--- config.mk ---
export PLATFORM = sky130hd
export DESIGN_NAME = servo_reply_frame_parser_core
export DESIGN_NICKNAME = d
export VERILOG_FILES = /design/src/hw/rtl/srfp_pkg.sv /design/src/hw/rtl/srfp_queue.sv /design/src/hw/rtl/srfp_front.sv /design/src/hw/rtl/srfp_back.sv /design/src/hw/rtl/servo_reply_frame_parser_core.sv
export VERILOG_INCLUDE_DIRS = /design/src /design/src/hw/rtl
export SDC_FILE = /design/constraint.sdc
export NUM_CORES = 1
export LEC_CHECK = 0
export BUFFER_PORTS_ARGS = -buffer_cell sky130_fd_sc_hd__clkbuf_2
export CORE_AREA = 5 5 200 202
export DETAILED_ROUTE_END_ITERATION = 8
export DIE_AREA = 0 0 205 207
export PLACE_DENSITY = 0.86
export SETUP_SLACK_MARGIN = 0.02
export SYNTH_ARGS = -nofsm -noshare
export SYNTH_HDL_FRONTEND = slang
export SYNTH_SLANG_ARGS = --single-unit
--- constraint.sdc ---
create_clock -name clk -period 3.9 [get_ports clk]
set_input_delay 0.39 -clock clk [delete_from_list [all_inputs] [get_ports clk]]
set_output_delay 0.39 -clock clk [all_outputs]
set_load 0.02 [all_outputs]
--- src/hw/rtl/assert_macros.svh ---
// Assertion macros shared by the servo reply parser modules.
`ifndef ASSERT_MACROS_SVH
`define ASSERT_MACROS_SVH

// Concurrent check on clk, masked while arst_n is low.
`define SRFP_ASSERT(lbl, prop, msg) \
	lbl: assert property (@(posedge clk) disable iff (!arst_n) (prop)) else $error(msg);

// Condition that must never hold at a clock edge.
`define SRFP_NEVER(lbl, cond, msg) \
	`SRFP_ASSERT(lbl, !(cond), msg)

`endif

--- src/hw/rtl/srfp_pkg.sv ---
// Shared constants and types of the servo reply frame parser.
`timescale 1ns / 1ps

package srfp_pkg;

	localparam logic [7:0] RESET_HEADER = 8'd85;
	localparam logic [7:0] MIN_LEN = 8'd3;
	localparam int LEN_MARGIN = 3;

	localparam int POS_ID = 2;
	localparam int POS_LEN = 3;
	localparam int FIRST_PAYLOAD = 4;

	// Two frame banks, so the queue holds at most two frames.
	localparam int QUEUE_DEPTH = 2;

	localparam logic STATUS_OK = 1'b0;
	localparam logic STATUS_ERR = 1'b1;

	typedef enum logic [1:0] {
		BK_IDLE = 2'b01,
		BK_RUN = 2'b10
	} srfp_bk_state_t;

endpackage

--- src/hw/rtl/srfp_queue.sv ---
// Two-entry descriptor queue between the frame front end and the result back end.
`timescale 1ns / 1ps
`include "assert_macros.svh"

module srfp_queue import srfp_pkg::*; #(
	parameter int W = 8
) (
	input logic clk,
	input logic arst_n,
	input logic push,
	input logic [W-1:0] push_data,
	input logic pop,
	output logic [W-1:0] head,
	output logic full,
	output logic empty
);

	logic [W-1:0] ent_q [QUEUE_DEPTH];
	logic wr_ptr_q;
	logic rd_ptr_q;
	logic [1:0] count_q;

	assign full = count_q == 2'(QUEUE_DEPTH);
	assign empty = count_q == 2'd0;
	assign head = ent_q[rd_ptr_q];

	always_ff @(posedge clk or negedge arst_n) begin
		if (!arst_n) begin
			wr_ptr_q <= 1'b0;
			rd_ptr_q <= 1'b0;
			count_q <= 2'd0;
		end else begin
			if (push)
				wr_ptr_q <= ~wr_ptr_q;
			if (pop)
				rd_ptr_q <= ~rd_ptr_q;
			if (push && !pop)
				count_q <= count_q + 2'd1;
			else if (pop && !push)
				count_q <= count_q - 2'd1;
		end
	end

	always_ff @(posedge clk) begin
		if (push)
			ent_q[wr_ptr_q] <= push_data;
	end

	`SRFP_NEVER(a_push_full, push && full, "descriptor pushed into full queue")
	`SRFP_NEVER(a_pop_empty, pop && empty, "descriptor popped from empty queue")

endmodule

--- src/hw/rtl/srfp_front.sv ---
// Front end: header hunt, frame field capture, checksum check, payload writes.
`timescale 1ns / 1ps

module srfp_front import srfp_pkg::*; #(
	parameter int BUFFER_BYTES = 32,
	localparam int PW = $clog2(BUFFER_BYTES),
	localparam int AW = PW + 1
) (
	input logic clk,
	input logic arst_n,
	input logic [7:0] header_value,
	input logic in_valid,
	output logic in_stall,
	input logic [7:0] rx_byte,
	input logic q_full,
	output logic push,
	output logic [PW+1:0] push_desc,
	output logic [AW+8:0] wr
);

	typedef struct packed {
		logic err;
		logic bank;
		logic [PW-1:0] last_pos;
	} srfp_desc_t;

	typedef struct packed {
		logic en;
		logic [AW-1:0] addr;
		logic [7:0] data;
	} srfp_wr_t;

	localparam logic [7:0] LEN_MAX = 8'(BUFFER_BYTES - LEN_MARGIN);

	logic in_frame_q;
	logic hdr_seen_q;
	logic [PW-1:0] pos_q;
	logic [PW-1:0] len_q;
	logic [7:0] sum_q;
	logic bank_q;

	logic acc;
	logic is_id;
	logic is_len;
	logic in_body;
	logic len_ok;
	srfp_desc_t desc;
	srfp_wr_t wr_s;

	assign in_stall = q_full;
	assign acc = in_valid && !q_full;
	assign is_id = pos_q == PW'(POS_ID);
	assign is_len = pos_q == PW'(POS_LEN);
	assign in_body = {1'b0, pos_q} < ({1'b0, len_q} + (PW+1)'(2));
	assign len_ok = rx_byte >= MIN_LEN && rx_byte <= LEN_MAX;

	assign push = acc && in_frame_q && !is_id && !is_len && !in_body;
	assign desc.err = ~sum_q != rx_byte;
	assign desc.bank = bank_q;
	assign desc.last_pos = len_q + PW'(1);
	assign push_desc = desc;

	assign wr_s.en = acc && in_frame_q && !is_id && !is_len && in_body;
	assign wr_s.addr = {bank_q, pos_q};
	assign wr_s.data = rx_byte;
	assign wr = wr_s;

	always_ff @(posedge clk or negedge arst_n) begin
		if (!arst_n) begin
			in_frame_q <= 1'b0;
			hdr_seen_q <= 1'b0;
			pos_q <= '0;
			len_q <= '0;
			sum_q <= 8'd0;
			bank_q <= 1'b0;
		end else if (acc) begin
			if (!in_frame_q) begin
				if (rx_byte == header_value) begin
					if (hdr_seen_q) begin
						hdr_seen_q <= 1'b0;
						in_frame_q <= 1'b1;
						pos_q <= PW'(POS_ID);
						len_q <= '0;
						sum_q <= 8'd0;
					end else begin
						hdr_seen_q <= 1'b1;
					end
				end else begin
					hdr_seen_q <= 1'b0;
				end
			end else if (is_id) begin
				sum_q <= sum_q + rx_byte;
				pos_q <= PW'(POS_LEN);
			end else if (is_len) begin
				if (len_ok) begin
					len_q <= rx_byte[PW-1:0];
					sum_q <= sum_q + rx_byte;
					pos_q <= PW'(FIRST_PAYLOAD);
				end else begin
					in_frame_q <= 1'b0;
					hdr_seen_q <= 1'b0;
				end
			end else if (in_body) begin
				sum_q <= sum_q + rx_byte;
				pos_q <= pos_q + PW'(1);
			end else begin
				in_frame_q <= 1'b0;
				hdr_seen_q <= 1'b0;
				bank_q <= ~bank_q;
			end
		end
	end

endmodule

--- src/hw/rtl/srfp_back.sv ---
// Back end: payload memory and result sequencer with output register.
`timescale 1ns / 1ps
`include "assert_macros.svh"

module srfp_back import srfp_pkg::*; #(
	parameter int BUFFER_BYTES = 32,
	localparam int PW = $clog2(BUFFER_BYTES),
	localparam int AW = PW + 1
) (
	input logic clk,
	input logic arst_n,
	input logic [AW+8:0] wr,
	input logic q_empty,
	input logic [PW+1:0] head,
	output logic pop,
	output logic out_valid,
	input logic out_stall,
	output logic status,
	output logic [7:0] data_byte,
	output logic last
);

	typedef struct packed {
		logic err;
		logic bank;
		logic [PW-1:0] last_pos;
	} srfp_desc_t;

	typedef struct packed {
		logic en;
		logic [AW-1:0] addr;
		logic [7:0] data;
	} srfp_wr_t;

	localparam int MEM_WORDS = 2 ** AW;

	logic [7:0] mem [MEM_WORDS];

	srfp_bk_state_t state_q;
	logic valid_q;
	logic status_q;
	logic last_q;
	logic [PW-1:0] rd_pos_q;
	logic [7:0] rd_q;

	srfp_wr_t wr_s;
	srfp_desc_t hd;
	logic out_free;
	logic rd_en;
	logic run_last;
	logic [AW-1:0] rd_addr;

	assign wr_s = wr;
	assign hd = head;
	assign out_free = !valid_q || !out_stall;
	assign rd_en = state_q == BK_RUN && out_free;
	assign rd_addr = {hd.bank, rd_pos_q};
	assign run_last = rd_pos_q == hd.last_pos;
	assign pop = out_free && ((state_q == BK_IDLE && !q_empty && hd.err) ||
		(rd_en && run_last));

	assign out_valid = valid_q;
	assign status = status_q;
	assign last = last_q;
	assign data_byte = (status_q == STATUS_ERR) ? 8'd0 : rd_q;

	always_ff @(posedge clk) begin
		if (wr_s.en)
			mem[wr_s.addr] <= wr_s.data;
		if (rd_en)
			rd_q <= mem[rd_addr];
	end

	always_ff @(posedge clk or negedge arst_n) begin
		if (!arst_n) begin
			state_q <= BK_IDLE;
			valid_q <= 1'b0;
			status_q <= STATUS_OK;
			last_q <= 1'b0;
			rd_pos_q <= '0;
		end else begin
			case (state_q)
				BK_IDLE: begin
					if (out_free) begin
						valid_q <= !q_empty && hd.err;
						if (!q_empty) begin
							if (hd.err) begin
								status_q <= STATUS_ERR;
								last_q <= 1'b1;
							end else begin
								rd_pos_q <= PW'(FIRST_PAYLOAD);
								state_q <= BK_RUN;
							end
						end
					end
				end
				BK_RUN: begin
					if (out_free) begin
						valid_q <= 1'b1;
						status_q <= STATUS_OK;
						last_q <= run_last;
						rd_pos_q <= rd_pos_q + PW'(1);
						if (run_last)
							state_q <= BK_IDLE;
					end
				end
				default: begin
					state_q <= BK_IDLE;
					if (out_free)
						valid_q <= 1'b0;
				end
			endcase
		end
	end

	`SRFP_ASSERT(a_run_has_frame, state_q != BK_RUN || !q_empty, "run without queued frame")
	`SRFP_ASSERT(a_err_is_last, !(valid_q && status_q == STATUS_ERR) || last_q, "error beat not last")

endmodule

--- src/hw/rtl/servo_reply_frame_parser_core.sv ---
// Top level of the servo reply frame parser: config register, front end, queue, back end.
`timescale 1ns / 1ps

// Takes one received byte per cycle while in_stall is low. Two consecutive header_value
// bytes open a frame (id, length L, command, L-3 parameters, checksum); L outside
// 3..BUFFER_BYTES-3 drops the frame silently. A frame whose checksum matches the
// inverted sum gives L-2 beats (command then parameters, last on the final one), a
// mismatch gives one error beat. Payload lands in a two-bank memory. With the back end
// idle, a good frame's beats leave after the queue entry, run state and output register,
// then one per cycle, paced by the single memory read port and by out_stall; an error
// beat leaves after the queue entry and output register. The sequencer idles before each
// good frame's run. Input stalls only while two finished frames both wait to be drained.
// header_value is written through the cfg port (always ready), reset value 85.

module servo_reply_frame_parser_core import srfp_pkg::*; #(
	parameter int BUFFER_BYTES = 32
) (
	input logic clk,
	input logic arst_n,
	input logic cfg_valid,
	output logic cfg_ready,
	input logic [7:0] header_value,
	input logic in_valid,
	output logic in_stall,
	input logic [7:0] rx_byte,
	output logic out_valid,
	input logic out_stall,
	output logic status,
	output logic [7:0] data_byte,
	output logic last
);

	localparam int PW = $clog2(BUFFER_BYTES);
	localparam int AW = PW + 1;
	localparam int DW = PW + 2;

	logic [7:0] header_q;
	logic q_full;
	logic q_empty;
	logic push;
	logic pop;
	logic [DW-1:0] push_desc;
	logic [DW-1:0] head;
	logic [AW+8:0] wr;

	assign cfg_ready = 1'b1;

	always_ff @(posedge clk or negedge arst_n) begin
		if (!arst_n)
			header_q <= RESET_HEADER;
		else if (cfg_valid)
			header_q <= header_value;
	end

	srfp_front #(.BUFFER_BYTES(BUFFER_BYTES)) u_front (
		.clk(clk),
		.arst_n(arst_n),
		.header_value(header_q),
		.in_valid(in_valid),
		.in_stall(in_stall),
		.rx_byte(rx_byte),
		.q_full(q_full),
		.push(push),
		.push_desc(push_desc),
		.wr(wr)
	);

	srfp_queue #(.W(DW)) u_queue (
		.clk(clk),
		.arst_n(arst_n),
		.push(push),
		.push_data(push_desc),
		.pop(pop),
		.head(head),
		.full(q_full),
		.empty(q_empty)
	);

	srfp_back #(.BUFFER_BYTES(BUFFER_BYTES)) u_back (
		.clk(clk),
		.arst_n(arst_n),
		.wr(wr),
		.q_empty(q_empty),
		.head(head),
		.pop(pop),
		.out_valid(out_valid),
		.out_stall(out_stall),
		.status(status),
		.data_byte(data_byte),
		.last(last)
	);

endmodule

== Yosys cells after proc, flatten, opt, wreduce, memory -nomap -nowiden ==
Memories as Yosys holds them, arrays and structs flattened. A register that Yosys moved wholly into a read port is not among the register bits.
Cells that the tools add are included.
Storage, ports and cells
  register bits: 43
  RAM bits: 526
  input bits: 21
  output and inout bits: 13
  logic and storage cells: 155
  memories: 2
Cells by class
  $add $sub $neg: 7
  magnitude comparators: 3
  eq/ne operators: 21
  multiplexer cells: 62
  bitwise logic cells: 7
  reductions and logical operators: 38
Memories
  u_back.mem: words 64, width 8, rd ports 1, clocked after Yosys merged registers in 1, write ports 1, line srfp_back.sv:37  | logic [7:0] mem [MEM_WORDS];
  u_queue.ent_q: words 2, width 7, rd ports 1, clocked after Yosys merged registers in 0, write ports 1, line srfp_queue.sv:18  | logic [W-1:0] ent_q [QUEUE_DEPTH];
Operator list (number)
  $mux W5: 17
  $mux W8: 8
  $mux W1: 25
  $reduce_and A5 Y1: 5
  $add A5 B1 Y5 const B: 3
  $logic_and A1 B1 Y1: 15
  $mux W2: 7
  $eq A5 B2 Y1 const B: 2
  $ne A2 B2 Y1 const B: 5
  $pmux W5 S2: 1
  $logic_not A1 Y1: 9
  $add A8 B8 Y8: 1
  $eq A8 B8 Y1: 1
  $ge A8 B2 Y1 const B: 1
  $le A8 B5 Y1 const B: 1
  $ne A2 B1 Y1 const B: 4
  $ne A4 B4 Y1 const B: 2
  $ne A8 B8 Y1: 1
  $not A8 Y8: 1
  $reduce_bool A2 Y1: 4
  $add A5 B2 Y6 const B: 1
  $lt A5 B6 Y1: 1
  $ne A3 B3 Y1 const B: 2
  $not A1 Y1: 6
  other kinds (11): 15

== Logic depth before layout (Yosys ltp) ==
  word-level depth: 11
  depth in mapped cells: 13
  gate-level depth less buffers: 12

== Hierarchy ==
A second synthesis with hierarchy kept.
Second synthesis, totals
  cell total of the unflattened synthesis: 1320
  area, all modules: 23906.7 um^2
By module, submodules not included
  srfp_back: times used 1, cells each 1076, area an instance 21076.5 um^2, seq. area each 15866.5 um^2
  srfp_front: times used 1, cells each 187, area an instance 1789.2 um^2, seq. area each 525.5 um^2
  srfp_queue: times used 1, cells each 38, area an instance 693.2 um^2, seq. area each 520.5 um^2
  servo_reply_frame_parser_core: times used 1, cells each 19, area an instance 347.8 um^2, seq. area each 205.2 um^2

== Worst setup path before layout ==
Ideal clock, no wire load.
  kind: register to register
  from: reg u_front.len_q[1]
  to: mem u_back.mem[27][0] (enable)
  library setup time: 0.370 ns
  arrival: 2.488 ns
  required time: 3.530 ns
  setup slack: 1.041 ns
  stages on the path, launching flop included: 10
  path buffers: 0
  period minus slack after synthesis: 2.859 ns
  path through: dfrtp_1 ha_1 xnor2_1 ha_1 nand3_1 nand2_1 o2bb2ai_1 nor4_1 nand3_1 nor2_1
Between the ends
  word-level cells in the longest chain between the ends: 5
Ends and longest elaborated chain
  start, declared: line srfp_front.sv:38  | logic [PW-1:0] len_q;
  start signal, assigned: line srfp_front.sv:96  | len_q <= rx_byte[PW-1:0];
  $add A5 B2 Y6: line srfp_front.sv:54  | assign in_body = {1'b0, pos_q} < ({1'b0, len_q} + (PW+1)'(2));
  $lt A5 B6 Y1: line srfp_front.sv:54
  $logic_and A1 B1 Y1: line srfp_front.sv:63  | assign wr_s.en = acc && in_frame_q && !is_id && !is_len && in_body;
  $mux W1: line srfp_back.sv:68  | if (wr_s.en)
  $mux W1 (not written as such): line srfp_back.sv:69  | mem[wr_s.addr] <= wr_s.data;
  end, declared: line srfp_back.sv:37
Every way passes these cells.

==> impl_metrics.yaml <==
synthesis:
  synth_ff_type: "edfxtp_1"
  async_flop_share: 0.0745
  yosysWarnings: 0
  synth_edf_count: 534
  seq_area_frac_synth: 0.725
  syn_inst: 1297
  synthTopCellsByArea: "edfxtp_1 68%, mux4_2 11%, dfrtp_1 4.0%"
  yosysTopAreaCell: "edfxtp_1"
  netlist_area_um2: 23600
  ys_types: 61
  synth_top_area_frac: 0.679
  syn_avg_cell_area_um2: 18.2
  synth_nets: 1338
  ys_seq_elements: 577
clock_tree:
  cts_max_level: 2
  cts_hold_buf: 0
  cts_resized: 0
  post_cts_buffers: 0
  cts.clk_slew.worst_paths_ps: 60
  clkLatencyLatePin_ps: 610
  cts-root-buf: "clkbuf_16"
  cts_tree: "built"
  cts_made_buffers: 53
  cts.sink_count: 577
  clock_path_buffers: 3
setup_path:
  cp.buffers_inverters: 1
  crit_chain: "buf_4 -> mux2i_1 -> o22ai_1 -> a2111oi_0 -> a211oi_1 -> a31o_1"
  worstPathArrival_ps: 3850
  cp-startpoint: "u_back.rd_pos_q[1]"
  cp_max_fo: 58
  crit_family: "compound AO/OA/AOI/OAI gates"
  worst_path_max_delay_cell: "dfrtp_4"
  cp-end-kind: "register"
  crit_required_ps: 4260
  critPathMaxStageDelay_ps: 1050
  rr_startpoint: "u_back.rd_pos_q[1]"
  crit_type: "reg -> reg"
  startpoint_type: "register"
placement:
  numPortBuffers: 32
  gp_congestion: 0.898
  place_area_um2: 24900
  dp.cells: 1884
  dp_hpwl_mm: 35.1
detailed_routing:
  route.detailed.drc: 0
  wl_per_cell_um: 29.6
  dr.pass1.iters: 5
  wl_mm: 58.5
  drtIter0Drc: 2134
  vias: 13500
  avgViaCountPerCell: 6.82
  ant_nets: 0
outcome:
  status: "complete, but fails checks"
  violations: "negative hold slack"
die:
  die_y_um: 207
  placementRows: 72
  dieWidth_um: 205
  die_area_um2: 42400
  core_area_um2: 38100
  initial_core_util: 0.619
  io_pins: 34
grt:
  grt_pass1_vias: 13500
  gr-total-overflow: 0
  grt-busiest-layer: "met2"
  grt_first_pass_wirelength_mm: 86.9
  grt_max_degree: 66
  met2_usage: 0.450
  grtUsageMet3: 0.0511
  use_met1: 0.387
  antenna_found_initial: 1
  grt_usage: 0.278
timing:
  drv_slew: 0
  fin_skew_ps: 25.5
  hold_slack_ps: -0.268
  tns_ps: 0
  max_slew.worst_pin.slew_ps: 1160
  setup_viol: 0
  min_period_ps: 3490
  post-route-period-util: 0.896
  hold_viol: 1
  slew_headroom: 0.206
  rsz0062_at_grt: "no"
  fmax_mhz: 286
power:
  p_leak_nw: 8.63
  powerDensity_nw_per_um2: 555
  peakVddDrop_uv: 331
layout:
  final_area_um2: 26600
  layout-drive-gt1-share: 0.237
  layout_commonest_cell: "edfxtp_1"
  layoutNonFillerInstCount: 1978
  layout_common_cells: "534 x edfxtp_1, 111 x mux4_2, 100 x buf_4, 92 x nor2_1, 83 x mux2i_1"
  area_growth_pct: 12.8
  antenna_cells: 0
  final_nets: 1462
hold_path:
  hold_path.class: "in -> async"
job:
  cap_violations: 0
-- flip-flops by register name, summed over array words and instances, names as in the netlist --
signal and cells:
u_back.rd_q 8, u_back.state_q 2, u_queue.rd_ptr_q 1, header_q 8, u_back.out_valid 1, u_front.bank_q 1, u_back.mem 512, u_back.rd_pos_q 5
u_back.last 1, u_front.sum_q 8, u_queue.wr_ptr_q 1, u_front.pos_q 5, u_front.in_frame_q 1, u_back.status 1, u_front.hdr_seen_q 1, u_front.len_q 5
u_queue.ent_q 14, u_queue.count_q 2
-- cells in the mapped netlist (8+ instances only) --
cell / n
ha_1: 19
nand4_1: 8
clkbuf_1: 26
mux2i_1: 83
nand3_1: 28
nor2_1: 92
mux4_2: 111
dfrtp_1: 38
a2111oi_0: 9
inv_1: 20
edfxtp_1: 534
a22oi_1: 8
o21ai_0: 27
nor3_1: 15
buf_4: 8
xor2_1: 10
nor2b_1: 15
buf_2: 21
a21oi_1: 25
a211oi_1: 11
nand2_1: 44
mux2_2: 13
xnor2_1: 20
and2_1: 8
-- worst paths after layout --
kind	end	slack [ps]	cells past startpoint
max in group asynchronous	u_back.rd_pos_q[1]	3070	1
min in group clk	header_q[4]	30	2
worst max register to register	u_back.rd_q[1]	410	6
worst min-delay path	u_front.sum_q[3]	-0.3	1
worst min register to register	u_front.sum_q[2]	520	1
worst max-delay path	u_back.rd_q[1]	410	6
-- area by class of cell --
cell class | instances | area [um^2]
sequential | 577 | 17100
fill | 2165 | 11500
multi-input combinational | 633 | 6070
clock buffer | 64 | 1390
timing repair buffer | 135 | 971
tap | 518 | 648
clock inverter | 30 | 344
inverter | 21 | 78.8
-- metrics by stage --
step	power, mW	util	setup WS, ps
6_report	14.8	0.699	406
3_5_place_dp	9.62	0.653	599
2_1_floorplan	8.95	-	1040
4_1_cts	14.8	0.699	446
5_1_grt	15.3	0.699	304
3_3_place_gp	9.52	0.653	730
-- power breakdown --
part / leakage (nW) / switching [mW] / internal (mW) / total, mW
sequential: 5.30 / 0.291 / 6.95 / 7.24
clock: 0.839 / 2.24 / 3.00 / 5.24
combinational: 2.48 / 1.33 / 0.993 / 2.32
total: 8.63 / 3.85 / 10.9 / 14.8
-- per-layer routing --
| layer | part of all wire | wire length [um] |
|---|---|---|
| met1 | 0.35 | 20400 |
| met2 | 0.49 | 28900 |
| met3 | 0.12 | 6890 |
| met4 | 0.040 | 2360 |
| met5 | 0.00012 | 7 |
-- kinds of logic (layout without fill, tap and decap cells) --
group | count (synthesis) | in the layout | share of synthesized area
other | 1 | 1 | 0.000159
adder cells (fa/ha/maj) | 20 | 20 | 0.0109
multiplexers | 207 | 207 | 0.147
AO/OA/AOI/OAI | 136 | 136 | 0.0397
buffers and inverters | 87 | 250 | 0.0175
AND/OR/NAND/NOR | 239 | 239 | 0.0481
XOR/XNOR | 30 | 30 | 0.0111
flip-flops | 577 | 577 | 0.725
-- worst register-to-register path: cells and delay by family (launching register included) --
family | cells | cell delay [ps]
buffers and inverters | 1 | 440
multiplexers | 1 | 280
flip-flops | 1 | 1050
AO/OA/AOI/OAI | 4 | 1480
Power figures use the tool's default switching activity.
